===== config.mk =====
export PLATFORM = sky130hd
export DESIGN_NAME = position_table_radius_search_top
export DESIGN_NICKNAME = d
export VERILOG_FILES = /design/src/hdl/prts_pkg.sv /design/src/hdl/prts_front.sv /design/src/hdl/prts_back.sv /design/src/hdl/position_table_radius_search_top.sv
export SDC_FILE = /design/constraint.sdc
export NUM_CORES = 2
export LEC_CHECK = 0
export BUFFER_PORTS_ARGS = -buffer_cell sky130_fd_sc_hd__buf_2
export CORE_ASPECT_RATIO = 0.8
export CORE_MARGIN = 4
export CORE_UTILIZATION = 45
export CTS_CLUSTER_DIAMETER = 60
export CTS_CLUSTER_SIZE = 24
export DETAILED_ROUTE_END_ITERATION = 8
export GPL_TIMING_DRIVEN = 0
export PLACE_DENSITY_LB_ADDON = 0.3
export SLEW_MARGIN = 10
export SYNTH_ARGS = -nofsm -noshare
export SYNTH_HDL_FRONTEND = slang
export SYNTH_SLANG_ARGS = --single-unit
export TNS_END_PERCENT = 30

===== constraint.sdc =====
create_clock -name clk -period 8.82 [get_ports clk]
set_clock_uncertainty 0.1 [all_clocks]
set_input_delay 0.441 -clock clk [delete_from_list [all_inputs] [get_ports clk]]
set_output_delay 0.441 -clock clk [all_outputs]
set_load 0.03 [all_outputs]

===== src/hdl/prts_pkg.sv =====
package prts_pkg;

  localparam int ID_BITS          = 6;
  localparam int TYPE_BITS        = 2;
  localparam int MAX_ENTITIES_DEF = 64;
  localparam int COORD_BITS_DEF   = 16;

  typedef enum logic [TYPE_BITS-1:0] {
    REQ_UPDATE = 2'd0,
    REQ_READ   = 2'd1,
    REQ_SEARCH = 2'd2,
    REQ_NONE   = 2'd3
  } req_kind_t;

  // classified request handed from the front queue to the back end
  typedef struct packed {
    req_kind_t            kind;
    logic                 in_tbl;
    logic [ID_BITS-1:0]   id;
  } req_cmd_t;

endpackage


===== src/hdl/prts_front.sv =====
module prts_front #(
  parameter int MAX_ENTITIES = prts_pkg::MAX_ENTITIES_DEF,
  parameter int COORD_BITS   = prts_pkg::COORD_BITS_DEF
) (
  input  logic                             clk,
  input  logic                             rst_n,
  input  logic                             in_valid,
  output logic                             in_ready,
  input  logic [prts_pkg::TYPE_BITS-1:0]   in_type,
  input  logic [prts_pkg::ID_BITS-1:0]     in_id,
  input  logic [COORD_BITS-1:0]            in_x,
  input  logic [COORD_BITS-1:0]            in_y,
  input  logic [COORD_BITS-1:0]            in_rad,
  output logic                             q_valid,
  output prts_pkg::req_cmd_t               q_cmd,
  output logic [COORD_BITS-1:0]            q_x,
  output logic [COORD_BITS-1:0]            q_y,
  output logic [COORD_BITS-1:0]            q_rad,
  input  logic                             q_pop
);

  localparam int QD   = 2;
  localparam int QP_W = $clog2(QD);
  localparam int QC_W = $clog2(QD + 1);

  prts_pkg::req_cmd_t      cmd_r [QD];
  logic [COORD_BITS-1:0]   qx_r  [QD];
  logic [COORD_BITS-1:0]   qy_r  [QD];
  logic [COORD_BITS-1:0]   qr_r  [QD];
  logic [QP_W-1:0]         wr_ptr_r, wr_ptr_nxt;
  logic [QP_W-1:0]         rd_ptr_r, rd_ptr_nxt;
  logic [QC_W-1:0]         cnt_r, cnt_nxt;

  prts_pkg::req_cmd_t      cls;
  logic                    keep;
  logic                    push;

  // classify: drop unused type and updates that fall outside the table
  always_comb begin
    cls.kind   = prts_pkg::req_kind_t'(in_type);
    cls.id     = in_id;
    cls.in_tbl = ({1'b0, in_id} < (prts_pkg::ID_BITS + 1)'(MAX_ENTITIES));
    keep       = (cls.kind != prts_pkg::REQ_NONE) &&
                 !((cls.kind == prts_pkg::REQ_UPDATE) && !cls.in_tbl);
  end

  assign in_ready = (cnt_r != QC_W'(QD));
  assign push     = in_valid && in_ready && keep;
  assign q_valid  = (cnt_r != '0);
  assign q_cmd    = cmd_r[rd_ptr_r];
  assign q_x      = qx_r[rd_ptr_r];
  assign q_y      = qy_r[rd_ptr_r];
  assign q_rad    = qr_r[rd_ptr_r];

  always_comb begin
    wr_ptr_nxt = push  ? wr_ptr_r + QP_W'(1) : wr_ptr_r;
    rd_ptr_nxt = q_pop ? rd_ptr_r + QP_W'(1) : rd_ptr_r;
    cnt_nxt    = cnt_r + QC_W'(push) - QC_W'(q_pop);
  end

  always_ff @(posedge clk) begin
    if (!rst_n) begin
      wr_ptr_r <= '0;
      rd_ptr_r <= '0;
      cnt_r    <= '0;
    end else begin
      wr_ptr_r <= wr_ptr_nxt;
      rd_ptr_r <= rd_ptr_nxt;
      cnt_r    <= cnt_nxt;
    end
  end

  always_ff @(posedge clk) begin
    if (push) begin
      cmd_r[wr_ptr_r] <= cls;
      qx_r[wr_ptr_r]  <= in_x;
      qy_r[wr_ptr_r]  <= in_y;
      qr_r[wr_ptr_r]  <= in_rad;
    end
  end

endmodule


===== src/hdl/prts_back.sv =====
module prts_back #(
  parameter int MAX_ENTITIES = prts_pkg::MAX_ENTITIES_DEF,
  parameter int COORD_BITS   = prts_pkg::COORD_BITS_DEF
) (
  input  logic                           clk,
  input  logic                           rst_n,
  input  logic                           q_valid,
  input  prts_pkg::req_cmd_t             q_cmd,
  input  logic [COORD_BITS-1:0]          q_x,
  input  logic [COORD_BITS-1:0]          q_y,
  input  logic [COORD_BITS-1:0]          q_rad,
  output logic                           q_pop,
  output logic                           out_valid,
  input  logic                           out_ready,
  output logic                           out_found,
  output logic [COORD_BITS-1:0]          out_x,
  output logic [COORD_BITS-1:0]          out_y,
  output logic [prts_pkg::ID_BITS-1:0]   out_nid,
  output logic                           out_last
);

  localparam int CB    = COORD_BITS;
  localparam int IDX_W = $clog2(MAX_ENTITIES);

  typedef enum logic [4:0] {
    ST_IDLE   = 5'b00001,
    ST_RDWAIT = 5'b00010,
    ST_CENTER = 5'b00100,
    ST_SCAN   = 5'b01000,
    ST_FLUSH  = 5'b10000
  } bst_t;

  bst_t                    state_r, state_nxt;

  logic [2*CB-1:0]         mem_r [MAX_ENTITIES];
  logic [2*CB-1:0]         rd_q_r;
  logic [MAX_ENTITIES-1:0] vld_r;
  logic [IDX_W-1:0]        mem_addr;
  logic                    mem_we;

  logic [IDX_W-1:0]        hidx;
  logic                    hit;

  logic [IDX_W-1:0]        idx_r, idx_nxt;
  logic                    iss_r, iss_nxt;
  logic                    issue;
  logic                    idx_end;
  logic [IDX_W-1:0]        cid_r;
  logic [CB-1:0]           rad_r;
  logic [2*CB-1:0]         r2_r;
  logic [CB-1:0]           cx_r, cy_r;

  // scan pipeline: read data, abs diffs, squares
  logic                    p1_v_r, p1_cand_r, p1_end_r;
  logic [IDX_W-1:0]        p1_id_r;
  logic                    p2_v_r, p2_cand_r, p2_end_r;
  logic [IDX_W-1:0]        p2_id_r;
  logic [CB-1:0]           dx_r, dy_r;
  logic                    p3_v_r, p3_cand_r, p3_end_r;
  logic [IDX_W-1:0]        p3_id_r;
  logic [2*CB-1:0]         dx2_r, dy2_r;

  logic [CB-1:0]           rd_x, rd_y;
  logic [CB-1:0]           dx, dy;
  logic [2*CB-1:0]         dx_sq, dy_sq;
  logic [2*CB:0]           dist2;
  logic                    match;

  // one match is held back so the final one can carry last
  logic                    pend_v_r, pend_v_nxt;
  logic [IDX_W-1:0]        pend_id_r, pend_id_nxt;

  logic                    adv;
  logic                    emit;
  logic                    e_found, e_last;
  logic [CB-1:0]           e_x, e_y;
  logic [IDX_W-1:0]        e_nid;

  logic                    out_valid_r;
  logic                    out_found_r, out_last_r;
  logic [CB-1:0]           out_x_r, out_y_r;
  logic [prts_pkg::ID_BITS-1:0] out_nid_r;

  // the whole back end steps only when the output register can take a word
  assign adv      = !out_valid_r || out_ready;
  assign hidx     = q_cmd.id[IDX_W-1:0];
  assign hit      = q_cmd.in_tbl && vld_r[hidx];
  assign mem_addr = (state_r == ST_IDLE) ? hidx : idx_r;
  assign issue    = iss_r && ((state_r == ST_CENTER) || (state_r == ST_SCAN));
  assign idx_end  = (idx_r == IDX_W'(MAX_ENTITIES - 1));

  assign rd_x  = rd_q_r[CB-1:0];
  assign rd_y  = rd_q_r[2*CB-1:CB];
  assign dx    = (rd_x >= cx_r) ? rd_x - cx_r : cx_r - rd_x;
  assign dy    = (rd_y >= cy_r) ? rd_y - cy_r : cy_r - rd_y;
  assign dx_sq = dx_r * dx_r;
  assign dy_sq = dy_r * dy_r;
  assign dist2 = {1'b0, dx2_r} + {1'b0, dy2_r};
  assign match = p3_cand_r && (dist2 <= {1'b0, r2_r});

  always_comb begin
    state_nxt   = state_r;
    q_pop       = 1'b0;
    mem_we      = 1'b0;
    emit        = 1'b0;
    e_found     = 1'b0;
    e_last      = 1'b0;
    e_x         = '0;
    e_y         = '0;
    e_nid       = '0;
    pend_v_nxt  = pend_v_r;
    pend_id_nxt = pend_id_r;
    idx_nxt     = idx_r;
    iss_nxt     = iss_r;
    if (adv) begin
      case (state_r)
        ST_IDLE: begin
          if (q_valid) begin
            q_pop = 1'b1;
            case (q_cmd.kind)
              prts_pkg::REQ_UPDATE: begin
                mem_we = q_cmd.in_tbl;
              end
              prts_pkg::REQ_READ: begin
                if (hit) begin
                  state_nxt = ST_RDWAIT;
                end else begin
                  emit   = 1'b1;
                  e_last = 1'b1;
                end
              end
              prts_pkg::REQ_SEARCH: begin
                if (hit) begin
                  state_nxt  = ST_CENTER;
                  idx_nxt    = '0;
                  iss_nxt    = 1'b1;
                  pend_v_nxt = 1'b0;
                end else begin
                  emit   = 1'b1;
                  e_last = 1'b1;
                end
              end
              default: ;
            endcase
          end
        end
        ST_RDWAIT: begin
          emit      = 1'b1;
          e_found   = 1'b1;
          e_last    = 1'b1;
          e_x       = rd_x;
          e_y       = rd_y;
          state_nxt = ST_IDLE;
        end
        ST_CENTER: begin
          state_nxt = ST_SCAN;
        end
        ST_SCAN: begin
          if (p3_v_r) begin
            if (match) begin
              emit        = pend_v_r;
              e_found     = 1'b1;
              e_nid       = pend_id_r;
              pend_v_nxt  = 1'b1;
              pend_id_nxt = p3_id_r;
            end
            if (p3_end_r) begin
              state_nxt = ST_FLUSH;
            end
          end
        end
        ST_FLUSH: begin
          emit       = 1'b1;
          e_found    = pend_v_r;
          e_nid      = pend_v_r ? pend_id_r : '0;
          e_last     = 1'b1;
          pend_v_nxt = 1'b0;
          state_nxt  = ST_IDLE;
        end
        default: begin
          state_nxt = ST_IDLE;
        end
      endcase
      if (issue) begin
        idx_nxt = idx_r + IDX_W'(1);
        if (idx_end) begin
          iss_nxt = 1'b0;
        end
      end
    end
  end

  always_ff @(posedge clk) begin
    if (!rst_n) begin
      state_r     <= ST_IDLE;
      vld_r       <= '0;
      iss_r       <= 1'b0;
      idx_r       <= '0;
      pend_v_r    <= 1'b0;
      p1_v_r      <= 1'b0;
      p2_v_r      <= 1'b0;
      p3_v_r      <= 1'b0;
      out_valid_r <= 1'b0;
    end else begin
      state_r  <= state_nxt;
      iss_r    <= iss_nxt;
      idx_r    <= idx_nxt;
      pend_v_r <= pend_v_nxt;
      if (mem_we) begin
        vld_r[hidx] <= 1'b1;
      end
      if (adv) begin
        p1_v_r <= issue;
        p2_v_r <= p1_v_r;
        p3_v_r <= p2_v_r;
      end
      if (emit) begin
        out_valid_r <= 1'b1;
      end else if (out_ready) begin
        out_valid_r <= 1'b0;
      end
    end
  end

  // table memory, one write and one registered read port
  always_ff @(posedge clk) begin
    if (mem_we) begin
      mem_r[hidx] <= {q_y, q_x};
    end
    if (adv) begin
      rd_q_r <= mem_r[mem_addr];
    end
  end

  always_ff @(posedge clk) begin
    pend_id_r <= pend_id_nxt;
    if (q_pop) begin
      cid_r <= hidx;
      rad_r <= q_rad;
    end
    if (adv) begin
      if (state_r == ST_CENTER) begin
        cx_r <= rd_x;
        cy_r <= rd_y;
        r2_r <= rad_r * rad_r;
      end
      p1_cand_r <= vld_r[idx_r] && (idx_r != cid_r);
      p1_end_r  <= idx_end;
      p1_id_r   <= idx_r;
      p2_cand_r <= p1_cand_r;
      p2_end_r  <= p1_end_r;
      p2_id_r   <= p1_id_r;
      dx_r      <= dx;
      dy_r      <= dy;
      p3_cand_r <= p2_cand_r;
      p3_end_r  <= p2_end_r;
      p3_id_r   <= p2_id_r;
      dx2_r     <= dx_sq;
      dy2_r     <= dy_sq;
    end
    if (emit) begin
      out_found_r <= e_found;
      out_last_r  <= e_last;
      out_x_r     <= e_x;
      out_y_r     <= e_y;
      out_nid_r   <= prts_pkg::ID_BITS'(e_nid);
    end
  end

  assign out_valid = out_valid_r;
  assign out_found = out_found_r;
  assign out_last  = out_last_r;
  assign out_x     = out_x_r;
  assign out_y     = out_y_r;
  assign out_nid   = out_nid_r;

endmodule


===== src/hdl/position_table_radius_search_top.sv =====
// Position table with fixed-radius neighbor search.
// Input stream: one word per request. in_tuser carries the request type
// (update, read, search); in_tdata carries id, x, y and radius.
// Output stream: out_tuser is the found flag, out_tlast marks the final word
// of a request, out_tdata carries x, y and the neighbor id.
// An update gives no output word. A read gives one word. A search gives one
// word per neighbor in ascending id order, or one empty word if none match.
// In the back end, an update or any miss is handled straight from idle, and a
// read hit goes through a read-wait state. In a search hit the center entry is
// fetched, the table is swept one entry per cycle (while the output is not
// stalled) through its single read port, a three-stage distance pipeline
// drains, and the held-back final word goes out.
// A two-word request queue sits in front, so input is taken while a search
// runs or while the output register waits.
// Reset empties the table (all entries invalid) and drops queued requests.
// A stalled receiver freezes the back end in place; nothing is lost, and the
// input side keeps accepting until the queue is full.
module position_table_radius_search_top #(
  parameter int MAX_ENTITIES = prts_pkg::MAX_ENTITIES_DEF,
  parameter int COORD_BITS   = prts_pkg::COORD_BITS_DEF
) (
  input  logic                             clk,
  input  logic                             rst_n,
  input  logic                             in_tvalid,
  output logic                             in_tready,
  input  logic [prts_pkg::TYPE_BITS-1:0]   in_tuser,  // req_type
  // entity_id, pos_x, pos_y, search_radius
  input  logic [((prts_pkg::ID_BITS + 3*COORD_BITS + 7) / 8) * 8 - 1:0] in_tdata,
  output logic                             out_tvalid,
  input  logic                             out_tready,
  output logic                             out_tuser, // found
  output logic                             out_tlast,
  // out_x, out_y, neighbor_id
  output logic [((prts_pkg::ID_BITS + 2*COORD_BITS + 7) / 8) * 8 - 1:0] out_tdata
);

  localparam int CB      = COORD_BITS;
  localparam int IDB     = prts_pkg::ID_BITS;
  localparam int OUT_W   = ((IDB + 2*CB + 7) / 8) * 8;

  logic                    q_valid;
  logic                    q_pop;
  prts_pkg::req_cmd_t      q_cmd;
  logic [CB-1:0]           q_x, q_y, q_rad;
  logic [CB-1:0]           res_x, res_y;
  logic [IDB-1:0]          res_nid;

  prts_front #(
    .MAX_ENTITIES (MAX_ENTITIES),
    .COORD_BITS   (COORD_BITS)
  ) u_front (
    .clk      (clk),
    .rst_n    (rst_n),
    .in_valid (in_tvalid),
    .in_ready (in_tready),
    .in_type  (in_tuser),
    .in_id    (in_tdata[IDB-1:0]),
    .in_x     (in_tdata[IDB+CB-1:IDB]),
    .in_y     (in_tdata[IDB+2*CB-1:IDB+CB]),
    .in_rad   (in_tdata[IDB+3*CB-1:IDB+2*CB]),
    .q_valid  (q_valid),
    .q_cmd    (q_cmd),
    .q_x      (q_x),
    .q_y      (q_y),
    .q_rad    (q_rad),
    .q_pop    (q_pop)
  );

  prts_back #(
    .MAX_ENTITIES (MAX_ENTITIES),
    .COORD_BITS   (COORD_BITS)
  ) u_back (
    .clk       (clk),
    .rst_n     (rst_n),
    .q_valid   (q_valid),
    .q_cmd     (q_cmd),
    .q_x       (q_x),
    .q_y       (q_y),
    .q_rad     (q_rad),
    .q_pop     (q_pop),
    .out_valid (out_tvalid),
    .out_ready (out_tready),
    .out_found (out_tuser),
    .out_x     (res_x),
    .out_y     (res_y),
    .out_nid   (res_nid),
    .out_last  (out_tlast)
  );

  assign out_tdata = OUT_W'({res_nid, res_y, res_x});

  a_pop_has_item: assert property (@(posedge clk) disable iff (!rst_n)
    q_pop |-> q_valid)
    else $error("back end popped an empty request queue");

  a_empty_is_last: assert property (@(posedge clk) disable iff (!rst_n)
    (out_tvalid && !out_tuser) |-> out_tlast)
    else $error("not-found word without last");

  a_mid_is_match: assert property (@(posedge clk) disable iff (!rst_n)
    (out_tvalid && !out_tlast) |-> (out_tuser && (res_x == '0) && (res_y == '0)))
    else $error("non-final word is not a clean neighbor word");

endmodule


==> metrics.txt <==
biggest cell delay along the critical path=800 ps; slowest cell on the critical path=a2111oi_0; Synth cell types=96; RePlAce Congestion=0.928; Worst-Skew Late Latency=880 ps; worst-path cell chain=clkbuf_1 -> nand2_1 -> fa_1 -> inv_1 -> fa_1 -> inv_1 -> fa_1 -> inv_1 -> fa_1 -> inv_1 -> fa_1 -> fa_1 -> inv_1 -> ha_1 -> a21o_1 -> a21oi_1 -> o21ai_0 -> a2111oi_0 -> o31ai_1 -> nor3_1 -> o21bai_1 -> a21oi_1 -> xnor2_1; DR vias=66.1k; max_cap viols=0; Global Route Usage Sum=0.220; worst r2r path cells=23; first-pass GRT wire length=approximately 460 mm; status=finished clean; DRT iter0 DRCs=~7.3k; Synth-to-Final Area Change=11.0%; largest net degree at the start of global routing=119; DIE WIDTH=593 um; Remaining DRCs=0; # nets final=8865; initial core utilization=0.453; WS Path Type=reg2reg; CTS tree=built; CP arrival=around 8100 ps; Top delay family on crit path=adder cells; clock sink total=approximately 2.5k; setup bufs post-CTS=0; critical path capture point type=register; ANT nets after route=0; final WL=312 mm; startpoint class of the critical path=register; initial antenna violation count=17; WP data required=9230 ps; Filler cells=22.2k; RR Endpoint=u_back.r2_r[31]; Worst Path Max Fanout=10; Stages on worst setup path=23; Max Buffers Root-to-Sink=4; hold path cells=3; core area=0.272 mm^2; Highest Clock Rate=130 MHz; DRT Pass-1 Iters=6; Async SR Flop Fraction=0; Routed wire per std cell=~27 um; cell repeated most along the worst path=fa_1; Cell Area, Synth=0.123 mm^2; Worst Max-Slew Pin Slew=1240 ps; I/O pin count=106; sequential-to-total area share from yosys stat=0.608; RSZ-0062 raised after global routing=false; Tcrit/Tclk final=0.874; Final setup viols=0; mean post-synth cell area=16.5 um^2; predominant post-synthesis flop cell=edfxtp_1; FF-to-FF setup slack=1110 ps; vias per cell=5.68; min Tclk post-route=7710 ps; Buffers & Inverters on Critical Path=6; hold worst-path end=u_back.idx_r[1]; hpwl dp=222 mm; HP Class=in2reg; row cnt=171; slew margin rel.=0.170; vias in the first global route=approximately 67k; htree depth=4; final hold slack=157 ps; Ys Warns=0; Hold Vio Cnt, Final=0; max-slew violation count=0; share of cells above drive strength 1=0.167; post-synthesis register bit count=2527; PortBufs=100; TritonCTS Buffers=166; root buf cell=clkbuf_16; Post-synth EDFFs=2441; Resize count post-CTS=0; Reg clk slew, reported paths=90 ps; die span in y=476 um; GRT Residual Overflow=0; Post-CTS Hold Buffers=between 50 and 60; Critical R2R Launch=u_back.rad_r[5]; worst hold start=rst_n; die area=around 0.28 mm^2; synthesized instance count=roughly 7.5k
[Yosys cell counts, types with 84 or more instances]
master	instances	area, um^2
a21o_1	86	646
a21oi_1	156	781
and2_1	201	1260
buf_2	101	505
clkbuf_1	97	364
dfxtp_1	86	1720
edfxtp_1	2441	73300
fa_1	497	9950
ha_1	426	5330
inv_1	885	3320
mux2i_1	508	5080
mux4_2	533	12000
nand2_1	295	1110
nor2_1	226	848
o21ai_0	84	420
xnor2_1	109	955
[metal layers]
| metal | global-route usage | up-vias | share of wire | routed length [um] |
|---|---|---|---|---|
| li1 | - | 28500 | - | - |
| met1 | 0.320 | 34800 | 0.43 | 133000 |
| met2 | 0.341 | 2483 | 0.46 | 144000 |
| met3 | 0.0378 | 368 | 0.079 | 24500 |
| met4 | 0.0651 | 0 | 0.035 | 10800 |
| met5 | 0 | - | 0 | 0 |
[area by class of cell]
type | count | area (um^2) | area share
diodes | 8 | 20.0 | 0.000146
plain buffers | 282 | 1650 | 0.0121
clock buffers | 185 | 4290 | 0.0313
clock inverters | 93 | 970 | 0.00708
inverters | 889 | 3340 | 0.0244
multi-input cells | 3767 | 44000 | 0.321
flip-flops and latches | 2527 | 75000 | 0.548
well taps | 3633 | 4550 | 0.0332
repair buffers | 247 | 3160 | 0.0230
[sequential cells by signal (all words and copies together) (netlist names), 16 cells and up, named ones only]
signal and cells:
u_back.dy2_r 31, u_back.r2_r 31, u_back.dx_r 16, u_back.rad_r 16, u_back.vld_r 64, u_front.qr_r 32
u_back.out_y 16, u_front.qx_r 32, u_front.qy_r 32, u_back.out_x 16, u_back.dy_r 16, u_back.dx2_r 31
u_front.cmd_r 16, u_back.rd_q_r 32, u_back.cx_r 16, u_back.cy_r 16, u_back.mem_r 2048
[metrics by stage]
step / setup TNS, ps / worst slack (ps) / area (um^2) / std cells / util
floorplan: 0 / 2520 / 123000 / 7465 / -
global placement: -675850 / -640 / 128000 / 11200 / 0.472
detailed placement: 0 / 1310 / 131000 / 11300 / 0.482
CTS: 0 / 1210 / 137000 / 11600 / 0.503
global route: 0 / 822 / 137000 / 11600 / 0.503
finish: 0 / 1110 / 137000 / 11600 / 0.503
[kinds of logic (layout without fill, tap and decap cells)]
family	Yosys count	after routing	share of synthesized area
buffers and inverters	1171	1696	0.0404
adders and majority gates	923	923	0.124
and+or+nand+nor	980	980	0.0388
xor gates and xnor gates	164	164	0.0116
DFF	2527	2527	0.608
muxes	1102	1102	0.144
AOI/OAI and AO/OA	596	596	0.0329
other	1	10	0.0000304
[worst reg2reg max path: stages, from the launching register on]
cell and delay (ps):
edfxtp_1 640, clkbuf_1 590, nand2_1 240, fa_1 560, inv_1 60, fa_1 500
inv_1 60, fa_1 530, inv_1 50, fa_1 470, inv_1 50, fa_1 450
fa_1 500, inv_1 50, ha_1 350, a21o_1 210, a21oi_1 150, o21ai_0 130
a2111oi_0 800, o31ai_1 290, nor3_1 240, o21bai_1 100, a21oi_1 180, xnor2_1 120
[cell usage in the layout (no fill, tap or decap), drive strengths merged, types with 70 or more instances in the layout]
cell,instances
nand3,70
buf,374
ha,426
dfxtp,86
o21ai,89
mux2i,511
inv,919
xnor2,109
a21oi,161
and2,202
nand2,296
fa,497
mux4,533
nor2,227
o21a,83
a21o,86
edfxtp,2441
clkbuf,284
[how the worst max path moves through the flow]
stage | startpoint | endpoint | slack [ps]
final | u_back.rad_r[5] | u_back.r2_r[31] | 1110
after global routing | u_back.rad_r[5] | u_back.r2_r[31] | 820
after CTS | u_back.rad_r[9] | u_back.r2_r[29] | 1210
after detailed placement | u_back.rad_r[9] | u_back.r2_r[29] | 1310
after global placement | u_back.state_r[1] | u_back.mem_r[26][10] | -640
after floorplan | u_back.dy_r[11] | u_back.dy2_r[31] | 2520
Power is not shown: default switching activity piles up to over one toggle a cycle in this logic, so the estimate is an artifact.
